===== src/rtl/assert_macros.svh =====
// Assertion helpers included by the execute unit.
`ifndef ASSERT_MACROS_SVH
`define ASSERT_MACROS_SVH

`ifndef NO_ASSERTIONS

// Same-cycle implication, disabled during reset
`define ASSERT_IMPLY(label, clk, rst, ante, cons) \
  label: assert property (@(posedge clk) disable iff (rst) (ante) |-> (cons)) \
    else $error("assertion failed");

// Next-cycle implication, disabled during reset
`define ASSERT_NEXT(label, clk, rst, ante, cons) \
  label: assert property (@(posedge clk) disable iff (rst) (ante) |=> (cons)) \
    else $error("assertion failed");

`else

`define ASSERT_IMPLY(label, clk, rst, ante, cons)
`define ASSERT_NEXT(label, clk, rst, ante, cons)

`endif

`endif


===== src/rtl/exu_pkg.sv =====
package exu_pkg;

  // Major opcodes
  localparam logic [6:0] OPC_LUI    = 7'h37;
  localparam logic [6:0] OPC_AUIPC  = 7'h17;
  localparam logic [6:0] OPC_JAL    = 7'h6F;
  localparam logic [6:0] OPC_JALR   = 7'h67;
  localparam logic [6:0] OPC_BRANCH = 7'h63;
  localparam logic [6:0] OPC_LOAD   = 7'h03;
  localparam logic [6:0] OPC_STORE  = 7'h23;
  localparam logic [6:0] OPC_OPIMM  = 7'h13;
  localparam logic [6:0] OPC_OP     = 7'h33;

  // funct7 value that selects the multiply/divide group
  localparam logic [6:0] F7_MULDIV  = 7'h01;

  // ALU funct3 codes
  localparam logic [2:0] F3_ADD  = 3'd0;
  localparam logic [2:0] F3_SLL  = 3'd1;
  localparam logic [2:0] F3_SLT  = 3'd2;
  localparam logic [2:0] F3_SLTU = 3'd3;
  localparam logic [2:0] F3_XOR  = 3'd4;
  localparam logic [2:0] F3_SRL  = 3'd5;
  localparam logic [2:0] F3_OR   = 3'd6;
  localparam logic [2:0] F3_AND  = 3'd7;

  // Multiply funct3 codes
  localparam logic [2:0] F3_MUL    = 3'd0;
  localparam logic [2:0] F3_MULH   = 3'd1;
  localparam logic [2:0] F3_MULHSU = 3'd2;
  localparam logic [2:0] F3_MULHU  = 3'd3;

  // Branch funct3 codes
  localparam logic [2:0] BR_EQ  = 3'd0;
  localparam logic [2:0] BR_NE  = 3'd1;
  localparam logic [2:0] BR_LT  = 3'd4;
  localparam logic [2:0] BR_GE  = 3'd5;
  localparam logic [2:0] BR_LTU = 3'd6;
  localparam logic [2:0] BR_GEU = 3'd7;

  localparam logic [31:0] JALR_MASK = 32'hFFFF_FFFE;
  localparam logic [31:0] LINK_STEP = 32'd4;

  // Width of a sign-extended multiplier operand
  localparam int MUL_OP_W = 33;

  // Per-instruction control flags carried down the pipeline
  typedef struct packed {
    logic take_jump;
    logic write_back;
    logic unsupported;
    logic is_mul;
    logic mul_hi;
  } ctrl_t;

endpackage


===== src/rtl/rv32im_execute_unit.sv =====
// RV32IM execute unit: three register stages (input capture, ALU/branch decode,
// multiply and final select). A transaction moves through the capture, decode
// and output registers in order, and a new one can be accepted each cycle
// while the output is not stalled; the 33x33-bit signed multiplier in the last
// stage sets the clock-period limit. Each stage advances on its own when empty
// or when the next stage can take its contents, so bubbles are squeezed out
// under backpressure. No state survives between transactions.
`include "assert_macros.svh"

module rv32im_execute_unit (
  input  logic               clk,
  input  logic               rst,
  input  logic               in_valid,
  output logic               in_ready,
  input  logic [6:0]         cmd,
  input  logic [2:0]         funct3,
  input  logic [6:0]         funct7,
  input  logic [31:0]        pc,
  input  logic signed [31:0] rs1_value,
  input  logic signed [31:0] rs2_value,
  input  logic signed [31:0] imm,
  output logic               out_valid,
  input  logic               out_ready,
  output logic signed [31:0] result,
  output logic [31:0]        target_address,
  output logic               take_jump,
  output logic               write_back,
  output logic signed [31:0] store_data,
  output logic               unsupported
);

  localparam int MW = exu_pkg::MUL_OP_W;

  // Stage 1: captured instruction
  logic        s1_valid;
  logic [6:0]  s1_cmd;
  logic [2:0]  s1_funct3;
  logic [6:0]  s1_funct7;
  logic [31:0] s1_pc;
  logic [31:0] s1_a;
  logic [31:0] s1_b;
  logic [31:0] s1_imm;

  // Stage 2: decoded results and multiplier operands
  logic           s2_valid;
  logic [31:0]    s2_alu;
  logic [31:0]    s2_target;
  logic [31:0]    s2_sdata;
  logic [MW-1:0]  s2_mul_a;
  logic [MW-1:0]  s2_mul_b;
  exu_pkg::ctrl_t s2_ctrl;

  // Combinational outputs of the decode stage
  logic [31:0]    alu_res;
  logic [31:0]    alu_target;
  logic [31:0]    alu_sdata;
  logic [MW-1:0]  alu_mul_a;
  logic [MW-1:0]  alu_mul_b;
  exu_pkg::ctrl_t alu_ctrl;

  logic signed [2*MW-1:0] product;
  logic [31:0]            result_next;

  logic s1_ready;
  logic s2_ready;
  logic s3_ready;

  assign s3_ready = !out_valid || out_ready;
  assign s2_ready = !s2_valid || s3_ready;
  assign s1_ready = !s1_valid || s2_ready;
  assign in_ready = s1_ready;

  // Capture the incoming transaction
  always_ff @(posedge clk) begin
    if (rst) begin
      s1_valid <= 1'b0;
    end else if (s1_ready) begin
      s1_valid <= in_valid;
    end
    if (s1_ready && in_valid) begin
      s1_cmd    <= cmd;
      s1_funct3 <= funct3;
      s1_funct7 <= funct7;
      s1_pc     <= pc;
      s1_a      <= rs1_value;
      s1_b      <= rs2_value;
      s1_imm    <= imm;
    end
  end

  exu_alu u_alu (
    .cmd     (s1_cmd),
    .funct3  (s1_funct3),
    .funct7  (s1_funct7),
    .pc      (s1_pc),
    .opa     (s1_a),
    .opb     (s1_b),
    .imm     (s1_imm),
    .alu_res (alu_res),
    .target  (alu_target),
    .sdata   (alu_sdata),
    .mul_a   (alu_mul_a),
    .mul_b   (alu_mul_b),
    .ctrl    (alu_ctrl)
  );

  // Advance decoded results into stage 2
  always_ff @(posedge clk) begin
    if (rst) begin
      s2_valid <= 1'b0;
    end else if (s2_ready) begin
      s2_valid <= s1_valid;
    end
    if (s2_ready && s1_valid) begin
      s2_alu    <= alu_res;
      s2_target <= alu_target;
      s2_sdata  <= alu_sdata;
      s2_mul_a  <= alu_mul_a;
      s2_mul_b  <= alu_mul_b;
      s2_ctrl   <= alu_ctrl;
    end
  end

  // Multiply and pick the final value
  assign product = $signed(s2_mul_a) * $signed(s2_mul_b);

  always_comb begin
    if (s2_ctrl.is_mul) begin
      result_next = s2_ctrl.mul_hi ? product[63:32] : product[31:0];
    end else begin
      result_next = s2_alu;
    end
  end

  // Output register
  always_ff @(posedge clk) begin
    if (rst) begin
      out_valid <= 1'b0;
    end else if (s3_ready) begin
      out_valid <= s2_valid;
    end
    if (s3_ready && s2_valid) begin
      result         <= result_next;
      target_address <= s2_target;
      take_jump      <= s2_ctrl.take_jump;
      write_back     <= s2_ctrl.write_back;
      store_data     <= s2_sdata;
      unsupported    <= s2_ctrl.unsupported;
    end
  end

  // A stalled stage keeps its transaction
  `ASSERT_NEXT(a_s1_hold, clk, rst, s1_valid && !s2_ready, s1_valid)
  `ASSERT_NEXT(a_s2_hold, clk, rst, s2_valid && !s3_ready, s2_valid)
  // Unknown opcodes never redirect, always write back a zero
  `ASSERT_IMPLY(a_unsup, clk, rst, out_valid && unsupported,
                !take_jump && write_back && (result == 32'sd0))
  // Only stores carry store data, and they never write back
  `ASSERT_IMPLY(a_store, clk, rst, out_valid && (store_data != 32'sd0), !write_back)
  // Multiplies are always supported register writes without a jump
  `ASSERT_IMPLY(a_mul, clk, rst, s2_valid && s2_ctrl.is_mul,
                s2_ctrl.write_back && !s2_ctrl.unsupported && !s2_ctrl.take_jump)

endmodule


===== src/rtl/exu_alu.sv =====
module exu_alu (
  input  logic [6:0]  cmd,
  input  logic [2:0]  funct3,
  input  logic [6:0]  funct7,
  input  logic [31:0] pc,
  input  logic [31:0] opa,
  input  logic [31:0] opb,
  input  logic [31:0] imm,
  output logic [31:0] alu_res,
  output logic [31:0] target,
  output logic [31:0] sdata,
  output logic [exu_pkg::MUL_OP_W-1:0] mul_a,
  output logic [exu_pkg::MUL_OP_W-1:0] mul_b,
  output exu_pkg::ctrl_t ctrl
);

  function automatic logic lt_signed(input logic [31:0] x, input logic [31:0] y);
    return $signed(x) < $signed(y);
  endfunction

  function automatic logic [31:0] alu_op(input logic [2:0] f3, input logic alt,
                                         input logic [31:0] x, input logic [31:0] y);
    logic [4:0]  sh;
    logic [31:0] r;
    sh = y[4:0];
    case (f3)
      exu_pkg::F3_ADD:  r = alt ? x - y : x + y;
      exu_pkg::F3_SLL:  r = x << sh;
      exu_pkg::F3_SLT:  r = {31'd0, lt_signed(x, y)};
      exu_pkg::F3_SLTU: r = {31'd0, (x < y)};
      exu_pkg::F3_XOR:  r = x ^ y;
      exu_pkg::F3_SRL:  r = alt ? 32'($signed(x) >>> sh) : x >> sh;
      exu_pkg::F3_OR:   r = x | y;
      default:          r = x & y;
    endcase
    return r;
  endfunction

  function automatic logic branch_cond(input logic [2:0] f3, input logic [31:0] x,
                                       input logic [31:0] y);
    logic c;
    case (f3)
      exu_pkg::BR_EQ:  c = (x == y);
      exu_pkg::BR_NE:  c = (x != y);
      exu_pkg::BR_LT:  c = lt_signed(x, y);
      exu_pkg::BR_GE:  c = !lt_signed(x, y);
      exu_pkg::BR_LTU: c = (x < y);
      exu_pkg::BR_GEU: c = (x >= y);
      default:         c = 1'b0;
    endcase
    return c;
  endfunction

  logic        alt;
  logic [2:0]  mf;
  logic        sa;
  logic        sb;
  logic        cond;
  logic [31:0] pc_imm;
  logic [31:0] a_imm;

  assign alt    = funct7[5];
  assign pc_imm = pc + imm;
  assign a_imm  = opa + imm;
  assign cond   = branch_cond(funct3, opa, opb);

  // Divide codes fold onto the signed high product
  assign mf = funct3[2] ? exu_pkg::F3_MULH : funct3;
  assign sa = (mf != exu_pkg::F3_MULHU);
  assign sb = (mf != exu_pkg::F3_MULHSU) && (mf != exu_pkg::F3_MULHU);
  assign mul_a = {sa & opa[31], opa};
  assign mul_b = {sb & opb[31], opb};

  // Decode the opcode and pick the ALU value, target and flags
  always_comb begin
    alu_res          = '0;
    target           = '0;
    sdata            = '0;
    ctrl.take_jump   = 1'b0;
    ctrl.write_back  = 1'b1;
    ctrl.unsupported = 1'b0;
    ctrl.is_mul      = 1'b0;
    ctrl.mul_hi      = (mf != exu_pkg::F3_MUL);
    unique case (cmd)
      exu_pkg::OPC_LUI: begin
        alu_res = imm;
      end
      exu_pkg::OPC_AUIPC: begin
        alu_res = pc_imm;
      end
      exu_pkg::OPC_JAL: begin
        alu_res        = pc + exu_pkg::LINK_STEP;
        target         = pc_imm;
        ctrl.take_jump = 1'b1;
      end
      exu_pkg::OPC_JALR: begin
        alu_res        = pc + exu_pkg::LINK_STEP;
        target         = a_imm & exu_pkg::JALR_MASK;
        ctrl.take_jump = 1'b1;
      end
      exu_pkg::OPC_BRANCH: begin
        alu_res         = {31'd0, cond};
        target          = pc_imm;
        ctrl.take_jump  = cond;
        ctrl.write_back = 1'b0;
      end
      exu_pkg::OPC_LOAD: begin
        alu_res = a_imm;
      end
      exu_pkg::OPC_STORE: begin
        alu_res         = a_imm;
        sdata           = opb;
        ctrl.write_back = 1'b0;
      end
      exu_pkg::OPC_OPIMM: begin
        if (funct3 == exu_pkg::F3_ADD) begin
          alu_res = a_imm;
        end else begin
          alu_res = alu_op(funct3, (funct3 == exu_pkg::F3_SRL) && alt, opa, imm);
        end
      end
      exu_pkg::OPC_OP: begin
        if (funct7 == exu_pkg::F7_MULDIV) begin
          ctrl.is_mul = 1'b1;
        end else begin
          alu_res = alu_op(funct3, alt, opa, opb);
        end
      end
      default: begin
        ctrl.unsupported = 1'b1;
      end
    endcase
  end

endmodule

===== config.mk =====
export PLATFORM = sky130hd
export DESIGN_NAME = rv32im_execute_unit
export DESIGN_NICKNAME = d
export VERILOG_FILES = /design/src/rtl/exu_pkg.sv /design/src/rtl/rv32im_execute_unit.sv /design/src/rtl/exu_alu.sv
export VERILOG_INCLUDE_DIRS = /design/src /design/src/rtl
export SDC_FILE = /design/constraint.sdc
export NUM_CORES = 2
export LEC_CHECK = 0
export BUFFER_PORTS_ARGS = -buffer_cell sky130_fd_sc_hd__buf_2
export CORE_ASPECT_RATIO = 1.25
export CORE_MARGIN = 3
export CORE_UTILIZATION = 55
export CTS_BUF_LIST = sky130_fd_sc_hd__clkbuf_16
export CTS_CLUSTER_DIAMETER = 40
export DETAILED_ROUTE_END_ITERATION = 10
export PLACE_DENSITY = 0.72
export SYNTH_ARGS = -nofsm -noshare
export SYNTH_HDL_FRONTEND = slang
export SYNTH_SLANG_ARGS = --single-unit

===== constraint.sdc =====
create_clock -name clk -period 18.7 [get_ports clk]
set_clock_uncertainty 0.2 [all_clocks]
set_input_delay 1.87 -clock clk [delete_from_list [all_inputs] [get_ports clk]]
set_output_delay 1.87 -clock clk [all_outputs]
set_load 0.1 [all_outputs]

# After elaboration in Yosys (flattened, before gate mapping)
# Index checks and enable logic that the tools add are counted.
# W data, S select, Z words.
[totals]
ff_bits = 414
input_bits = 149
out_inout_bits = 101
wordCells = 108
[classes]
n_addsub = 5
mul = 1
magnitude_cmp = 5
eq_ne = 21
n_shift = 6
muxes = 17
bitwise = 8
n_reduce_logical = 19
[ops]
columns = ["operator", "n"]
rows = [
  ["$pmux W32 S7", 2],
  ["$mux W32", 7],
  ["$pmux W32 S6", 1],
  ["$lt A32 B32 Y1", 4],
  ["$add A32 B32 Y32", 3],
  ["$and A32 B32 Y32", 2],
  ["$mul A33 B33 Y64", 1],
  ["$or A32 B32 Y32", 2],
  ["$pmux W32 S2", 1],
  ["$shl A32 B5 Y32", 2],
  ["$shr A32 B5 Y32", 2],
  ["$sshr A32 B5 Y32", 2],
  ["$xor A32 B32 Y32", 2],
  ["$add A32 B3 Y32 const B", 1],
  ["$eq A32 B32 Y1", 1],
  ["$ge A32 B32 Y1", 1],
  ["$ne A32 B32 Y1", 1],
  ["$sub A32 B32 Y32", 1],
  ["$eq A7 B6 Y1 const B", 3],
  ["$eq A7 B7 Y1 const B", 3],
  ["$eq A7 B5 Y1 const B", 2],
  ["$eq A3 B3 Y1 const B", 4],
  ["$reduce_or A9 Y1", 1],
  ["$reduce_or A2 Y1", 4],
  ["other kinds (15)", 29],
]

# Depth between registers and ports, before layout
[depth]
depth_word = 6
ltp_mapped = 30

# By module
# From an unflattened synthesis, not the netlist that was laid out.
[hier_totals]
cells_unflattened = 7852
hier_area_um2 = 72520.8
[modules_own_cells]
columns = ["mod", "instances", "cells_each", "area_each_um2", "seq_area_each_um2"]
rows = [
  ["rv32im_execute_unit", 1, 4745, 51560.7, 12401.9],
  ["exu_alu", 1, 3107, 20960.1, 0.0],
]

# Worst setup path before layout
# No wires, ideal clock.
[synth_path]
kind = "in2reg"
start = "in out_ready"
end = "reg s2_alu[0] (enable)"
setup_ns = 0.949
t_arrival_ns = 14.007
path_slack_ns = 3.544
stages = 2
cell_sequence = "nor2b_1 > a21boi_0"
[synth_via]
elab_chain_cells = 3
[synth_lines]
columns = ["item", "line_no", "text"]
rows = [
  ["from (decl)", "rv32im_execute_unit.sv:23", "input logic out_ready,"],
  ["$logic_or A1 B1 Y1", "rv32im_execute_unit.sv:68", "assign s3_ready = !out_valid || out_ready;"],
  ["$logic_or A1 B1 Y1", "rv32im_execute_unit.sv:69", "assign s2_ready = !s2_valid || s3_ready;"],
  ["$logic_and A1 B1 Y1", "rv32im_execute_unit.sv:114", "if (s2_ready && s1_valid) begin"],
  ["to (signal assigned)", "rv32im_execute_unit.sv:115", "s2_alu <= alu_res;"],
  ["to (decl)", "rv32im_execute_unit.sv:46", "logic [31:0] s2_alu;"],
]
# No other way between the ends.
# A chain may end at the register's enable or synchronous reset.

# Worst setup path after layout
[layout_path]
start = "reg s2_mul_b[6]"
end = "reg result[29] (data pin)"
[layout_via]
elab_chain_cells = 3
[layout_lines]
columns = ["item", "line_no", "text"]
rows = [
  ["from (decl)", "rv32im_execute_unit.sv:50", "logic [MW-1:0] s2_mul_b;"],
  ["from (signal assigned)", "rv32im_execute_unit.sv:119", "s2_mul_b <= alu_mul_b;"],
  ["$mul A33 B33 Y64", "rv32im_execute_unit.sv:125", "assign product = $signed(s2_mul_a) * $signed(s2_mul_b);"],
  ["$mux W32", "rv32im_execute_unit.sv:129", "result_next = s2_ctrl.mul_hi ? product[63:32] : product[31:0];"],
  ["$mux W32", "rv32im_execute_unit.sv:128", "if (s2_ctrl.is_mul) begin"],
  ["via result_next[29]", "rv32im_execute_unit.sv:62", "logic [31:0] result_next;"],
  ["to (signal assigned)", "rv32im_execute_unit.sv:143", "result <= result_next;"],
  ["to (decl)", "rv32im_execute_unit.sv:24", "output logic signed [31:0] result,"],
]
# The timed path passes the listed nets, and every way through them passes these cells.

==> results.md <==
* Cells after Synth at approximately 7.6k
* Worst skew pair latency at 0.70 ns
* Port bufs at 249
* Full die area at 135,000 sq um
* Initial antenna violation count at 33
* Die height at just over 400 um
* Endpoint type of the worst setup path: flip-flop
* Slew at the pin closest to its max-slew limit at roughly 1.5 ns
* Detail-routed net length per standard cell at approximately 31 um
* Post-synth cell types at 99
* First-pass GRT wire length at 421,000 um
* Largest area contributor in the netlist: fa_1
* Unrepaired setup endpoints after global routing: false
* 1st-iter DRT viols at approximately 7.5k
* Post-CTS Repair Setup Buffers at 0
* # rows at 147
* Total iterations of the first detailed-routing run at 7
* Largest net degree at the start of global routing at 76
* Seq/Total Area, Yosys at 0.173
* Final hold violation count at 0
* CTS Hold Bufs at 0
* Most common cell in the netlist: inv_1
* YS warnings at 0
* Clock Tree Buf Depth at 3
* Area delta synth->final at 6.62%
* Final core occ at 0.593
* Top cells by area, synth: fa_1 (32%), edfxtp_1 (17%), ha_1 (7.6%)
* Status: complete, but fails checks
* CP max-delay cell: edfxtp_1
* Post-synth top cells: inv_1 (1,251), fa_1 (1,129), nand2_1 (777)
* Failing checks: capacitance limit, slew limit
* Syn avg cell area at 9.39 sq um
* Fin crit share at 0.522
* I/O pin count at 250
* TritonCTS buffer count at between 50 and 60
* EDFF count, synth at approximately 400
* Max-Cap Viols at 3
* FFs w/ async S/R, synth at 0
* Net Count, Synth at 9,356
* Crit start category: flip-flop
* Mapped Area at 71,700 sq um
* Max Fclk at between 100 and 150 MHz
* HPWL after DPL at 223,000 um
* Ys flop type: edfxtp_1
* #FFs+latches synth at 414
* CP Class: reg -> reg
* Worst Path Max Fanout at 33
* Root buffer cell: clkbuf_16
* WP data arrival at 9.99 ns
* # fillers at 11.2k
* Pins Over Slew Limit at 36
* Final nets at 9,341
* DRC viols at 0
* Die width at 329 um
* CTS clock-pin slew for the worst setup and hold paths at 0.06 ns
* CTS Sinks at a little over 400
* Via count at 60.9k
* CTS tree: built
* Core area at 129,000 sq um
* GP Congestion at 1.10
* Remaining global-route overflow at 0
* Vias per std cell at 6.48
* HP Class: reg -> reg
* Max-slew headroom at -0.0164
* Initial core utilization at 0.556
* Top-area cell type share of the netlist area at 0.315
* H-tree Lvls at 2
* Antenna viol nets, final at 0
* Fraction of layout cells with a size suffix above 1 at 0.0907
* Crit-path max cell delay at 1.33 ns
* Setup_tns at 0 ns
* GR Util All Layers at 0.431
* CP required at between 15 and 20 ns
* Multi-input logic area at 52,600 sq um
* FF/Latch Area at about 12,000 sq um
* Crit path top cell by count: fa_1
* Vias in the first global route at between 60k and 70k
* Drt total wl at 289,000 um
* # setup viols final at 0
* Post-CTS Resized at 0
* Final min period at ~9.8 ns
logic make-up after synthesis:
kind of cell	share of synthesized area
flip-flops	0.173
buffers and inverters	0.0941
AND/OR/NAND/NOR	0.146
AO/OA/AOI/OAI	0.118
XOR/XNOR	0.0220
adder cells (fa/ha/maj)	0.391
multiplexers	0.0551
final cells by class:
cell class | count | area share
diodes | 16 | 0.000523
clock buffers | 57 | 0.0186
clock inverters | 49 | 0.00705
inverters | 1259 | 0.0618
multi-input cells | 5469 | 0.688
flip-flops and latches | 414 | 0.162
well taps | 1713 | 0.0280
repair buffers | 424 | 0.0335
critical path, delay by kind of cell, from the launching register on:
family / cells / cell delay, ns
flip-flops: 1 / 1.33
buffers and inverters: 7 / 1.11
AND/OR/NAND/NOR: 2 / 0.61
adder cells (fa/ha/maj): 9 / 4.46
AO/OA/AOI/OAI: 6 / 1.54
XOR/XNOR: 1 / 0.19
cells in the final DEF, fill, tap and decap left out, drive strengths merged, types with 39 or more instances in the layout:
master | netlist | final
inv | 1254 | 1274
fa | 1129 | 1129
nand2 | 777 | 777
and2 | 550 | 550
ha | 438 | 438
buf | 90 | 424
edfxtp | 411 | 411
nor2 | 372 | 372
a21oi | 358 | 358
o21ai | 279 | 279
mux2i | 130 | 130
xnor2 | 122 | 122
nor3 | 108 | 108
mux4 | 102 | 102
nand3 | 98 | 98
a21o | 81 | 81
a211oi | 74 | 74
o211ai | 63 | 63
nor2b | 63 | 63
xor2 | 58 | 58
clkbuf | 408 | 57
nand2b | 49 | 49
a31oi | 46 | 46
o221ai | 44 | 44
o22ai | 39 | 39
routing by layer:
layer	share of wire	vias to the layer above	track usage
li1	-	25000	-
met1	0.32	30400	0.479
met2	0.46	4177	0.688
met3	0.097	1387	0.0916
met4	0.12	24	0.399
met5	0.00061	-	0
stage by stage:
stage / hold slack (ns) / cells / area [sq um] / setup WS (ns)
floorplan: 0.200 / 7640 / 71700 / 3.54
global placement: 0.203 / 9278 / 74500 / 9.25
detailed placement: 0.205 / 9278 / 74500 / 9.11
CTS: 0.186 / 9384 / 76400 / 9.09
global route: 0.196 / 9387 / 76400 / 8.48
finish: 0.181 / 9401 / 76500 / 8.95
state kept, by name, summed over array words and instances, names as in the netlist:
name	flops
out_valid	1
result	32
s1_a	32
s1_b	32
s1_cmd	7
s1_funct3	3
s1_funct7	7
s1_imm	32
s1_pc	32
s1_valid	1
s2_alu	32
s2_ctrl	5
s2_mul_a	33
s2_mul_b	33
s2_sdata	32
s2_target	32
s2_valid	1
store_data	32
take_jump	1
target_address	32
unsupported	1
write_back	1
final timing paths:
path	endpoint	depth (start not counted)	startpoint	slack, ns
hold reg to reg	store_data[10]	0	s2_sdata[10]	0.18
hold / removal	store_data[10]	0	s2_sdata[10]	0.18
setup reg to reg	result[29]	25	s2_mul_b[6]	8.95
setup / recovery	result[29]	25	s2_mul_b[6]	8.95
Power is not shown: default switching activity piles up to over one toggle a cycle in this logic, so the estimate is an artifact.
